## src/hdl/plg_pkg.sv

```systemverilog
// ----------------------------------------------------------------------------
// plg_pkg
// Shared types and constants for the probabilistic logic gate.
// ----------------------------------------------------------------------------
package plg_pkg;

   localparam int TBL_ADDR_W   = 8;   // 16 rows by 16 columns
   localparam int TBL_DIM_W    = 4;
   localparam int WEIGHT_W     = 8;
   localparam int SUM_W        = 12;  // 16 * 255 fits in 12 bits
   localparam int ALU_W        = SUM_W + 1;
   localparam int NODE_IDX_W   = 5;
   localparam int LIST_ENTRIES = 4;
   localparam int LIST_W       = NODE_IDX_W * LIST_ENTRIES;
   localparam int COUNT_W      = 3;
   localparam int DRAW_W       = 31;
   localparam int DRAW_CNT_W   = 5;
   localparam int MASK_W       = 32;
   localparam int STATES_W     = 32;
   localparam int CSR_IDX_W    = 2;

   // Configuration register indexes.
   localparam logic [CSR_IDX_W-1:0] CSR_INPUT_COUNT      = 2'd0;
   localparam logic [CSR_IDX_W-1:0] CSR_OUTPUT_COUNT     = 2'd1;
   localparam logic [CSR_IDX_W-1:0] CSR_INPUT_NODE_LIST  = 2'd2;
   localparam logic [CSR_IDX_W-1:0] CSR_OUTPUT_NODE_LIST = 2'd3;

   // Request item opcodes.
   localparam logic OP_EVALUATE = 1'b0;
   localparam logic OP_LOAD     = 1'b1;

   typedef enum logic [6:0] {
      ST_IDLE     = 7'b0000001,
      ST_SUM_RD   = 7'b0000010,
      ST_SUM_ACC  = 7'b0000100,
      ST_DIV      = 7'b0001000,
      ST_WALK_RD  = 7'b0010000,
      ST_WALK_CMP = 7'b0100000,
      ST_DONE     = 7'b1000000
   } state_type;

   typedef struct packed {
      logic             sub;
      logic [ALU_W-1:0] a;
      logic [ALU_W-1:0] b;
   } alu_req_type;

   typedef struct packed {
      logic [ALU_W-1:0] res;
      logic             borrow;
   } alu_rsp_type;

endpackage

```

## src/hdl/probabilistic_logic_gate.sv

```systemverilog
// ----------------------------------------------------------------------------
// probabilistic_logic_gate
// Stochastic gate: gathers input node bits into a row index, draws a column
// of that row by its weights and reports the column bits as a node mask.
//
//   Channel  Direction  Handshake              Payload
//   req      in         req_valid / req_stall  op, node_states, random_draw,
//                                              load_row, load_column, load_weight
//   rsp      out        rsp_valid / rsp_stall  set_mask, chosen_column, row_used
//   csr      in         csr_write              csr_index, csr_wdata
//
// A load transfer writes the table in its accept cycle and yields no result.
// An evaluate makes two passes over the table read port, one to sum the used
// columns of the row and one to walk to the chosen column, plus a restoring
// modulo of one bit per cycle, all through one shared adder.
// req_stall is high while an evaluate is in work. A finished result waits in
// the output register, and the gate holds in its last step while rsp_stall
// blocks a full output register. Synchronous reset sets the table to all
// ones through per-entry valid bits; no clearing pass is needed.
// ----------------------------------------------------------------------------
module probabilistic_logic_gate #(
   parameter int NODE_COUNT  = 32,
   parameter int MAX_INPUTS  = 4,
   parameter int MAX_OUTPUTS = 4
) (
   input  logic                               clock,
   input  logic                               reset,

   input  logic                               req_valid,
   output logic                               req_stall,
   input  logic                               req_op,
   input  logic [plg_pkg::STATES_W-1:0]       req_node_states,
   input  logic [plg_pkg::DRAW_W-1:0]         req_random_draw,
   input  logic [plg_pkg::TBL_DIM_W-1:0]      req_load_row,
   input  logic [plg_pkg::TBL_DIM_W-1:0]      req_load_column,
   input  logic [plg_pkg::WEIGHT_W-1:0]       req_load_weight,

   output logic                               rsp_valid,
   input  logic                               rsp_stall,
   output logic [plg_pkg::MASK_W-1:0]         rsp_set_mask,
   output logic [plg_pkg::TBL_DIM_W-1:0]      rsp_chosen_column,
   output logic [plg_pkg::TBL_DIM_W-1:0]      rsp_row_used,

   input  logic                               csr_write,
   input  logic [plg_pkg::CSR_IDX_W-1:0]      csr_index,
   input  logic [plg_pkg::LIST_W-1:0]         csr_wdata
);

   localparam int IN_HI  = (MAX_INPUTS  < plg_pkg::LIST_ENTRIES) ?
                           ((MAX_INPUTS  < 1) ? 1 : MAX_INPUTS)  : plg_pkg::LIST_ENTRIES;
   localparam int OUT_HI = (MAX_OUTPUTS < plg_pkg::LIST_ENTRIES) ?
                           ((MAX_OUTPUTS < 1) ? 1 : MAX_OUTPUTS) : plg_pkg::LIST_ENTRIES;
   localparam int NW = plg_pkg::NODE_IDX_W;
   localparam int DW = plg_pkg::TBL_DIM_W;

   // Configuration registers.
   logic [plg_pkg::COUNT_W-1:0] in_count_ff;
   logic [plg_pkg::COUNT_W-1:0] out_count_ff;
   logic [plg_pkg::LIST_W-1:0]  in_list_ff;
   logic [plg_pkg::LIST_W-1:0]  out_list_ff;

   always_ff @(posedge clock) begin
      if (reset) begin
         in_count_ff  <= plg_pkg::COUNT_W'(1);
         out_count_ff <= plg_pkg::COUNT_W'(1);
         in_list_ff   <= '0;
         out_list_ff  <= '0;
      end else if (csr_write) begin
         case (csr_index)
            plg_pkg::CSR_INPUT_COUNT: begin
               in_count_ff <= csr_wdata[plg_pkg::COUNT_W-1:0];
            end
            plg_pkg::CSR_OUTPUT_COUNT: begin
               out_count_ff <= csr_wdata[plg_pkg::COUNT_W-1:0];
            end
            plg_pkg::CSR_INPUT_NODE_LIST: begin
               in_list_ff <= csr_wdata;
            end
            plg_pkg::CSR_OUTPUT_NODE_LIST: begin
               out_list_ff <= csr_wdata;
            end
            default: begin
            end
         endcase
      end
   end

   // Effective counts, saturated to the supported range.
   logic [plg_pkg::COUNT_W-1:0] nin;
   logic [plg_pkg::COUNT_W-1:0] nout;
   logic [DW-1:0]               last_col;

   always_comb begin
      nin = in_count_ff;
      if (nin == '0) begin
         nin = plg_pkg::COUNT_W'(1);
      end
      if (int'(nin) > IN_HI) begin
         nin = plg_pkg::COUNT_W'(IN_HI);
      end
      nout = out_count_ff;
      if (nout == '0) begin
         nout = plg_pkg::COUNT_W'(1);
      end
      if (int'(nout) > OUT_HI) begin
         nout = plg_pkg::COUNT_W'(OUT_HI);
      end
      last_col = DW'((5'd1 << nout) - 5'd1);
   end

   // Row index from the input node bits, first node as the MSB.
   logic [DW-1:0] row_gather;
   logic [NW-1:0] in_node;

   always_comb begin
      row_gather = '0;
      in_node    = '0;
      for (int i = 0; i < plg_pkg::LIST_ENTRIES; i++) begin
         in_node = in_list_ff[i*NW +: NW];
         if (i < int'(nin)) begin
            row_gather = {row_gather[DW-2:0],
                          (int'(in_node) < NODE_COUNT) ? req_node_states[in_node] : 1'b0};
         end
      end
   end

   // Sequencer registers.
   plg_pkg::state_type            state_ff, state_in;
   logic [DW-1:0]                 row_ff, row_in;
   logic [DW-1:0]                 col_ff, col_in;
   logic [plg_pkg::SUM_W-1:0]     acc_ff, acc_in;    // row sum
   logic [plg_pkg::SUM_W-1:0]     rem_ff, rem_in;    // remainder, then walk residue
   logic [plg_pkg::DRAW_W-1:0]    draw_ff, draw_in;
   logic [plg_pkg::DRAW_CNT_W-1:0] cnt_ff, cnt_in;
   logic                          rsp_valid_ff, rsp_valid_in;
   logic [plg_pkg::MASK_W-1:0]    mask_ff, mask_in;
   logic [DW-1:0]                 out_col_ff, out_col_in;
   logic [DW-1:0]                 out_row_ff, out_row_in;

   logic                          req_xfer;
   logic                          out_free;
   logic                          tbl_wr;
   logic [plg_pkg::WEIGHT_W-1:0]  tbl_weight;
   plg_pkg::alu_req_type          alu_req;
   plg_pkg::alu_rsp_type          alu_rsp;
   logic [plg_pkg::MASK_W-1:0]    mask_calc;
   logic [NW-1:0]                 out_node;

   assign req_stall = (state_ff != plg_pkg::ST_IDLE);
   assign req_xfer  = req_valid && !req_stall;
   assign tbl_wr    = req_xfer && (req_op == plg_pkg::OP_LOAD);
   assign out_free  = !rsp_valid_ff || !rsp_stall;

   plg_wtable u_wtable (
      .clock     (clock),
      .reset     (reset),
      .wr_en     (tbl_wr),
      .wr_addr   ({req_load_row, req_load_column}),
      .wr_weight (req_load_weight),
      .rd_addr   ({row_ff, col_ff}),
      .rd_weight (tbl_weight)
   );

   // The single adder serves all three phases.
   always_comb begin
      alu_req.sub = 1'b1;
      alu_req.a   = {1'b0, rem_ff};
      alu_req.b   = {{(plg_pkg::ALU_W-plg_pkg::WEIGHT_W){1'b0}}, tbl_weight};
      case (state_ff)
         plg_pkg::ST_SUM_ACC: begin
            alu_req.sub = 1'b0;
            alu_req.a   = {1'b0, acc_ff};
         end
         plg_pkg::ST_DIV: begin
            alu_req.a = {rem_ff, draw_ff[plg_pkg::DRAW_W-1]};
            alu_req.b = {1'b0, acc_ff};
         end
         default: begin
         end
      endcase
   end

   plg_alu u_alu (
      .req (alu_req),
      .rsp (alu_rsp)
   );

   // Output mask from the chosen column bits.
   always_comb begin
      mask_calc = '0;
      out_node  = '0;
      for (int i = 0; i < plg_pkg::LIST_ENTRIES; i++) begin
         out_node = out_list_ff[i*NW +: NW];
         if (i < int'(nout) && int'(out_node) < NODE_COUNT && col_ff[i]) begin
            mask_calc = mask_calc | (plg_pkg::MASK_W'(1) << out_node);
         end
      end
   end

   always_comb begin
      state_in     = state_ff;
      row_in       = row_ff;
      col_in       = col_ff;
      acc_in       = acc_ff;
      rem_in       = rem_ff;
      draw_in      = draw_ff;
      cnt_in       = cnt_ff;
      rsp_valid_in = rsp_valid_ff && rsp_stall;
      mask_in      = mask_ff;
      out_col_in   = out_col_ff;
      out_row_in   = out_row_ff;
      case (state_ff)
         plg_pkg::ST_IDLE: begin
            if (req_xfer && req_op == plg_pkg::OP_EVALUATE) begin
               row_in   = row_gather;
               col_in   = '0;
               acc_in   = '0;
               draw_in  = req_random_draw;
               state_in = plg_pkg::ST_SUM_RD;
            end
         end
         plg_pkg::ST_SUM_RD: begin
            state_in = plg_pkg::ST_SUM_ACC;
         end
         plg_pkg::ST_SUM_ACC: begin
            acc_in = alu_rsp.res[plg_pkg::SUM_W-1:0];
            if (col_ff == last_col) begin
               rem_in   = '0;
               cnt_in   = plg_pkg::DRAW_CNT_W'(plg_pkg::DRAW_W - 1);
               state_in = plg_pkg::ST_DIV;
            end else begin
               col_in   = col_ff + DW'(1);
               state_in = plg_pkg::ST_SUM_RD;
            end
         end
         plg_pkg::ST_DIV: begin
            // Restoring step: keep the difference when it does not go negative.
            if (alu_rsp.borrow) begin
               rem_in = alu_req.a[plg_pkg::SUM_W-1:0];
            end else begin
               rem_in = alu_rsp.res[plg_pkg::SUM_W-1:0];
            end
            draw_in = {draw_ff[plg_pkg::DRAW_W-2:0], 1'b0};
            cnt_in  = cnt_ff - plg_pkg::DRAW_CNT_W'(1);
            if (cnt_ff == '0) begin
               col_in   = '0;
               state_in = plg_pkg::ST_WALK_RD;
            end
         end
         plg_pkg::ST_WALK_RD: begin
            state_in = plg_pkg::ST_WALK_CMP;
         end
         plg_pkg::ST_WALK_CMP: begin
            // Move on while the residue is strictly above this column's weight.
            if (col_ff != last_col && !alu_rsp.borrow && alu_rsp.res != '0) begin
               rem_in   = alu_rsp.res[plg_pkg::SUM_W-1:0];
               col_in   = col_ff + DW'(1);
               state_in = plg_pkg::ST_WALK_RD;
            end else begin
               state_in = plg_pkg::ST_DONE;
            end
         end
         plg_pkg::ST_DONE: begin
            if (out_free) begin
               rsp_valid_in = 1'b1;
               mask_in      = mask_calc;
               out_col_in   = col_ff;
               out_row_in   = row_ff;
               state_in     = plg_pkg::ST_IDLE;
            end
         end
         default: begin
            state_in = plg_pkg::ST_IDLE;
         end
      endcase
   end

   always_ff @(posedge clock) begin
      if (reset) begin
         state_ff     <= plg_pkg::ST_IDLE;
         rsp_valid_ff <= 1'b0;
         cnt_ff       <= '0;
         col_ff       <= '0;
      end else begin
         state_ff     <= state_in;
         rsp_valid_ff <= rsp_valid_in;
         cnt_ff       <= cnt_in;
         col_ff       <= col_in;
      end
   end

   always_ff @(posedge clock) begin
      row_ff     <= row_in;
      acc_ff     <= acc_in;
      rem_ff     <= rem_in;
      draw_ff    <= draw_in;
      mask_ff    <= mask_in;
      out_col_ff <= out_col_in;
      out_row_ff <= out_row_in;
   end

   assign rsp_valid         = rsp_valid_ff;
   assign rsp_set_mask      = mask_ff;
   assign rsp_chosen_column = out_col_ff;
   assign rsp_row_used      = out_row_ff;

endmodule

```

## src/hdl/plg_alu.sv

```systemverilog
// ----------------------------------------------------------------------------
// plg_alu
// Shared add/subtract unit used for the row sum, the modulo steps and the
// column walk.
// ----------------------------------------------------------------------------
module plg_alu (
   input  plg_pkg::alu_req_type req,
   output plg_pkg::alu_rsp_type rsp
);

   logic [plg_pkg::ALU_W:0] full;

   always_comb begin
      if (req.sub) begin
         full = {1'b0, req.a} - {1'b0, req.b};
      end else begin
         full = {1'b0, req.a} + {1'b0, req.b};
      end
      rsp.res    = full[plg_pkg::ALU_W-1:0];
      rsp.borrow = full[plg_pkg::ALU_W];
   end

endmodule

```

## src/hdl/plg_wtable.sv

```systemverilog
// ----------------------------------------------------------------------------
// plg_wtable
// 256-byte weight table with one write and one registered read port.
// Entries never written since reset read as one.
// ----------------------------------------------------------------------------
module plg_wtable (
   input  logic                              clock,
   input  logic                              reset,
   input  logic                              wr_en,
   input  logic [plg_pkg::TBL_ADDR_W-1:0]    wr_addr,
   input  logic [plg_pkg::WEIGHT_W-1:0]      wr_weight,
   input  logic [plg_pkg::TBL_ADDR_W-1:0]    rd_addr,
   output logic [plg_pkg::WEIGHT_W-1:0]      rd_weight
);

   localparam int DEPTH = 1 << plg_pkg::TBL_ADDR_W;

   logic [plg_pkg::WEIGHT_W-1:0] mem_ff [0:DEPTH-1];
   logic [DEPTH-1:0]             valid_ff;
   logic [plg_pkg::WEIGHT_W-1:0] rd_data_ff;
   logic                         rd_valid_ff;
   logic [plg_pkg::WEIGHT_W-1:0] weight_in;

   // A zero weight is stored as one so that no row sum is ever zero.
   assign weight_in = (wr_weight == '0) ? plg_pkg::WEIGHT_W'(1) : wr_weight;

   always_ff @(posedge clock) begin
      if (wr_en) begin
         mem_ff[wr_addr] <= weight_in;
      end
      rd_data_ff  <= mem_ff[rd_addr];
      rd_valid_ff <= valid_ff[rd_addr];
   end

   always_ff @(posedge clock) begin
      if (reset) begin
         valid_ff <= '0;
      end else if (wr_en) begin
         valid_ff[wr_addr] <= 1'b1;
      end
   end

   assign rd_weight = rd_valid_ff ? rd_data_ff : plg_pkg::WEIGHT_W'(1);

endmodule

```

## config.mk

```make
export PLATFORM = sky130hd
export DESIGN_NAME = probabilistic_logic_gate
export DESIGN_NICKNAME = d
export VERILOG_FILES = /design/src/hdl/plg_pkg.sv /design/src/hdl/probabilistic_logic_gate.sv /design/src/hdl/plg_alu.sv /design/src/hdl/plg_wtable.sv
export SDC_FILE = /design/constraint.sdc
export NUM_CORES = 2
export LEC_CHECK = 0
export ABC_AREA = 1
export BUFFER_PORTS_ARGS = -buffer_cell sky130_fd_sc_hd__buf_4
export CORE_MARGIN = 2
export CORE_UTILIZATION = 40
export DETAILED_ROUTE_END_ITERATION = 8
export SYNTH_ARGS = -nofsm -noshare
export SYNTH_HDL_FRONTEND = slang
export SYNTH_HIERARCHICAL = 1
export SYNTH_SLANG_ARGS = --single-unit
```

## constraint.sdc

```tcl
create_clock -name clock -period 7.75 [get_ports clock]
set_input_delay 0.775 -clock clock [delete_from_list [all_inputs] [get_ports clock]]
set_output_delay 0.775 -clock clock [all_outputs]
set_load 0.01 [all_outputs]
```

* Yosys cells after proc, flatten, opt, wreduce, memory -nomap -nowiden
Memories as Yosys holds them, arrays and structs flattened. A register that Yosys moved wholly into a read port is not among the register bits.
Index checks and enable logic that the tools add are counted.
** Cells by class
- Reduce and logical (&&, ||, !) cells :: 39
- Add/subtract/negate cells :: 5
- Mux-type cells :: 54
- Shift-type cells :: 5
- Equal/unequal tests :: 19
- Order comparisons :: 17
- Bitwise logic cells :: 5
** Operator list (number)
- 256-bit bitwise OR :: 1
- 32-bit 2-to-1 mux :: 4
- 1-bit by 5-bit << shifter with 32-bit output (first input constant) :: 4
- 32-bit bitwise OR :: 3
- 31-bit one-hot mux with 2 select lines :: 1
- 12-bit 2-to-1 mux :: 5
- 7-bit one-hot mux with 7 select lines :: 1
- 12-bit one-hot mux with 3 select lines :: 1
- 4-bit 2-to-1 mux :: 8
- 31-bit 2-to-1 mux :: 1
- 7-bit 2-to-1 mux :: 4
- 13-bit one-hot mux with 2 select lines :: 1
- 5-bit by 6-bit less-than comparator with 1-bit output (second input constant) :: 4
- 12-bit one-hot mux with 2 select lines :: 1
- 1-bit binary-select mux with 5-bit select :: 4
- 8-bit by 9-bit less-than comparator with 1-bit output (second input constant) :: 2
- 2-bit AND reduction :: 9
- 8-bit 2-to-1 mux :: 2
- 4-bit one-hot mux with 4 select lines :: 1
- 13-bit by 12-bit adder with 14-bit output :: 1
- 14-bit 2-to-1 mux :: 1
- 13-bit by 12-bit subtractor with 14-bit output :: 1
- 13-bit nonzero test :: 1
- 1-bit by 3-bit less-than comparator with 1-bit output (first input constant) :: 4
- other kinds (39) :: 79
** Word-level totals
- Memories :: 1
- RAM bits :: 2048
- Flip-flop bits (word level) :: 419
- Word-level logic and storage cells :: 162
** Memories
- u_wtable.mem_ff :: depth 256, width 8, rd ports 1, clocked after Yosys merged registers in 1, write ports 1, line plg_wtable.sv:18 : logic [plg_pkg::WEIGHT_W-1:0] mem_ff [0:DEPTH-1];

* Depth between registers and ports, before layout
- Word-level depth :: 13
- Gate-level depth with buffers :: 38

* Cells and area by module
Netlist, hierarchy kept.
** Modules (own cells, without submodules)
- plg_wtable :: cells an instance 8421, instances 1, seq. area each 66804.1 sq um, area each 93215.7 sq um
- probabilistic_logic_gate :: cells an instance 1250, instances 1, seq. area each 4234.1 sq um, area each 9366.5 sq um
- plg_alu :: cells an instance 216, instances 1, seq. area each 0.0 sq um, area each 1111.1 sq um

* Worst setup path after synthesis
OpenSTA, ideal clock, no wires.
- Path kind :: input to register
- From :: in req_load_weight[1] (netlist name)
- To :: mem u_wtable/mem_ff[0][1] (netlist name), data pin
- Data required time :: 6.738 ns
- Stages :: 1
- Data arrival time :: 4.601 ns
- Setup slack :: 2.137 ns
- Library setup time :: 1.012 ns
- Cells stage by stage :: clkbuf_1
** On the way
- Longest elaborated chain between the ends :: 2
** RTL lines
- start: declaration :: line probabilistic_logic_gate.sv:36 : input logic [plg_pkg::WEIGHT_W-1:0] req_load_weight,
- 8-bit logical NOT :: line plg_wtable.sv:25 : assign weight_in = (wr_weight == '0) ? plg_pkg::WEIGHT_W'(1) : wr_weight;
- 8-bit 2-to-1 mux (*) :: line plg_wtable.sv:25
- end: declaration :: line plg_wtable.sv:18
Every way passes the cells marked *; elsewhere a longest branch is shown, timed or not.

==> flow_summary.rst <==
.. list-table::
   :header-rows: 1

   * - Metric
     - Value
   * - Result of the run
     - finished, final reports clean
   * - Global-route congestion overflow total
     - 0
   * - Internal reg-to-reg setup slack
     - between 2 and 2.5 ns
   * - Number of max-cap violations
     - 0
   * - Hold slack final
     - between 0.1 and 0.15 ns
   * - Warning count from the yosys run
     - 6
   * - RSZ-0062 raised after global routing
     - false
   * - Final-report max-slew violation count
     - 0
   * - Number of gates given a new drive strength after cts
     - 0
   * - Top Ports
     - approximately 150
   * - Area growth from synthesis to layout
     - 11.5%
   * - Via count
     - between 70,000 and 80,000
   * - Nets@finish
     - ~10,000
   * - Transition time at the pin with the least slew margin
     - between 1 and 1.5 ns
   * - Antenna-violating nets left
     - 0
   * - Number of sinks on the clock net
     - 2,475
   * - Cell count of the worst reg-to-reg path
     - 29
   * - Synthesized instance count
     - between 9,000 and 10,000
   * - Total negative setup slack
     - 0 ns
   * - FF+latch count, synth
     - about 2,500
   * - Fin. Hold Viols
     - 0
   * - Area of the mapped netlist
     - ~100,000 um^2
   * - Fraction of final layout cells sized beyond drive strength 1
     - 0.0673
   * - Starting utilization of the core area
     - 0.403
   * - Die ar.
     - 263,000 um^2
   * - Total chip power
     - roughly 0.036 W
   * - Post-CTS setup buffers
     - 0
   * - Final setup vio count
     - 0
   * - Average footprint of a synthesized cell
     - roughly 10 um^2
   * - Maximum number of pins on one net before global-route repair
     - about 190
   * - Cell Rows
     - about 190
   * - Critical Path AT
     - about 6.0 ns
   * - Total clock buffers created by CTS
     - between 200 and 300
   * - Cell type of the slowest stage on the worst timing path
     - sky130_fd_sc_hd__nor2_1
   * - Sink of the worst hold path
     - in_list_ff[14]
   * - Startpoint kind of the worst setup timing path
     - flop
   * - Worst Hold Launch
     - csr_wdata[14]
   * - Number of global-route vias before repair
     - roughly 69,000
   * - Most used cells in the layout excluding fill and tap cells
     - sky130_fd_sc_hd__nand2_1, sky130_fd_sc_hd__nand3_1, sky130_fd_sc_hd__edfxtp_1
   * - Max-Slew Margin vs Limit
     - 0.178
   * - Post-detailed-routing wire length
     - slightly below 300 mm
   * - Tcrit/Tclk final
     - 0.717
   * - Detailed Routing Iterations Pass 1
     - 6
   * - Clock tree from TritonCTS
     - done
   * - Start of the worst register-to-register path
     - state_ff[5]
   * - Insertion delay of the later-clocked pin in the worst-skew pair
     - around 0.95 ns
   * - Post-layout instance area
     - approximately 120,000 um^2
   * - Root buffer cell
     - sky130_fd_sc_hd__clkbuf_16
   * - # port buffers
     - between 100 and 150
   * - Most common cell after layout, fill and taps aside
     - sky130_fd_sc_hd__nand2_1
   * - Clk buf depth
     - 4
   * - Cell area reported after detailed placement
     - 107,000 um^2
   * - Power density of the placed cells
     - between 300 and 400 nW/um^2
   * - End of the worst register-to-register path
     - rem_ff[6]
   * - Number of DRC violations after detailed-routing iteration 0
     - around 8,800
   * - CTS H-tree depth
     - 5
   * - Hold Path Cell Cnt
     - 3
   * - Worst stage delay on the critical path
     - approximately 0.76 ns
   * - GP Congestion
     - between 0.9 and 1
   * - Sum of net half-perimeters after detailed placement
     - approximately 170 mm
   * - Type of element capturing the critical path
     - flop
   * - Required time at the worst-slack endpoint
     - just over 8 ns
   * - Post-route clock skew
     - between 0.1 and 0.15 ns
   * - Critical path type
     - reg2reg
   * - Global-route wire length before repair
     - 445 mm
   * - Max Fanout on Critical Path
     - 37
   * - Clock slew at reported path FFs
     - ~0.05 ns
   * - Antenna violations before repair
     - 5
   * - Leakage power summed over all cells
     - 40.6 nW
   * - Fmax
     - 0.180 GHz
   * - Number of buffers added to fix hold violations after cts
     - 0
   * - Min-delay worst type
     - in2reg
   * - Sequential element share of the synthesized area
     - 0.685
   * - IR Drop Worst-Case VDD
     - between 0.2 and 0.3 mV
   * - Post-detailed-route via-to-cell ratio
     - around 5.5
   * - Floorplan Core Area
     - approximately 260,000 um^2
   * - Most repeated library cell on the critical path
     - sky130_fd_sc_hd__nand2_1
   * - Global-route usage over all layers
     - 0.220
   * - Die Height
     - between 500 and 600 um
   * - Average wire per cell in the routed design
     - about 22 um
   * - Cell variety after synth
     - 54
   * - Residual DRC
     - 0
   * - Horizontal die dimension
     - just over 500 um
   * - Minimum clock period
     - approximately 5.6 ns
   * - Launch point of the critical path
     - state_ff[5]
[metrics by stage]
stage	util	setup slack, ns	cells
after floorplan	-	2.14	9888
after global placement	0.416	2.13	12900
after detailed placement	0.416	2.16	12900
after CTS	0.449	2.11	13400
after global routing	0.449	1.58	13400
final	0.449	2.19	13400
[where the power goes]
part           internal [W]  total (W)  switching [W]
registers            0.0146     0.0147       0.000156
logic               0.00233    0.00883        0.00650
clock network       0.00734     0.0125        0.00518
[cell type report]
| type | count | area [um^2] |
|---|---|---|
| fillers | 23900 | 142000 |
| flip-flops and latches | 2475 | 71100 |
| multi-input cells | 6521 | 28600 |
| clock buffers | 401 | 7950 |
| well taps | 3384 | 4230 |
| repair buffers | 238 | 2100 |
| inverters | 250 | 988 |
| clock inverters | 87 | 603 |
| diodes | 4 | 10.0 |
[kinds of logic after synthesis]
kind of cell,synth area share
other cells,0.0000362
compound gates,0.0128
fa+ha+maj,0.00249
flops,0.685
buf+inv,0.0389
xor+xnor,0.00152
simple gates,0.259
[synthesized netlist by cell type, drive strengths merged]
cell type | count | area (um^2)
and3 | 1 | 6.26
xor2 | 13 | 114
nand2 | 2800 | 10500
o22ai | 2 | 12.5
a211oi | 1 | 7.51
a32oi | 3 | 26.3
clkbuf | 171 | 642
or2 | 2 | 12.5
fa | 1 | 20.0
and2 | 1 | 6.26
nand3 | 2471 | 12400
conb | 1 | 3.75
a21o | 1 | 7.51
nor2 | 921 | 3500
edfxtp | 2147 | 64500
ha | 19 | 238
nor4 | 14 | 87.6
a21oi | 78 | 390
nor3 | 24 | 130
clkinv | 9 | 35.0
nand3b | 2 | 15.0
o21bai | 2 | 15.0
a31oi | 1 | 6.26
o211ai | 4 | 35.0
nor3b | 1 | 7.51
o21ba | 5 | 50.1
o311ai | 5 | 43.8
o21ai | 90 | 450
buf | 471 | 2440
xnor2 | 5 | 43.8
inv | 241 | 912
dfxtp | 328 | 6570
o2111ai | 10 | 87.6
a22oi | 6 | 45.0
o221ai | 10 | 150
nand4 | 26 | 169
[per-layer routing]
metal / track usage / vias up / wire, um / share of wire
li1: - / 34000 / - / -
met1: 0.311 / 36100 / 126000 / 0.42
met2: 0.347 / 3370 / 137000 / 0.46
met3: 0.0345 / 529 / 25400 / 0.086
met4: 0.0712 / 4 / 9310 / 0.031
met5: 0 / - / 21 / 0.000071
[registers in the layout (all words and copies together) (netlist names)]
signal / count
rsp_row_used: 4
row_ff: 4
u_wtable/mem_ff: 2048
in_list_ff: 20
cnt_ff: 5
out_count_ff: 3
col_ff: 4
rsp_set_mask: 32
in_count_ff: 3
draw_ff: 31
u_wtable/rd_data_ff: 8
state_ff: 7
u_wtable/valid_ff: 256
rsp_valid: 1
acc_ff: 12
out_list_ff: 20
rsp_chosen_column: 4
u_wtable/rd_valid_ff: 1
rem_ff: 12
[worst max-delay path, delay by kind of cell, from the launching register on]
family	cells	cell delay, ns
buffers and inverters	8	1.42
XOR/XNOR	1	0.14
adder cells (fa/ha/maj)	2	0.55
flip-flops	1	0.37
AND/OR/NAND/NOR	16	2.31
AO/OA/AOI/OAI	2	0.33
[how the worst max path moves through the flow]
stage,slack [ns],cells past startpoint,endpoint
after global placement,2.13,29,rem_ff[11]
after floorplan,2.14,1,u_wtable/mem_ff[0][1]
after CTS,2.11,29,rem_ff[1]
after global routing,1.58,29,rem_ff[6]
after detailed placement,2.16,29,rem_ff[9]
final,2.19,29,rem_ff[6]
Power figures use the tool's default switching activity.
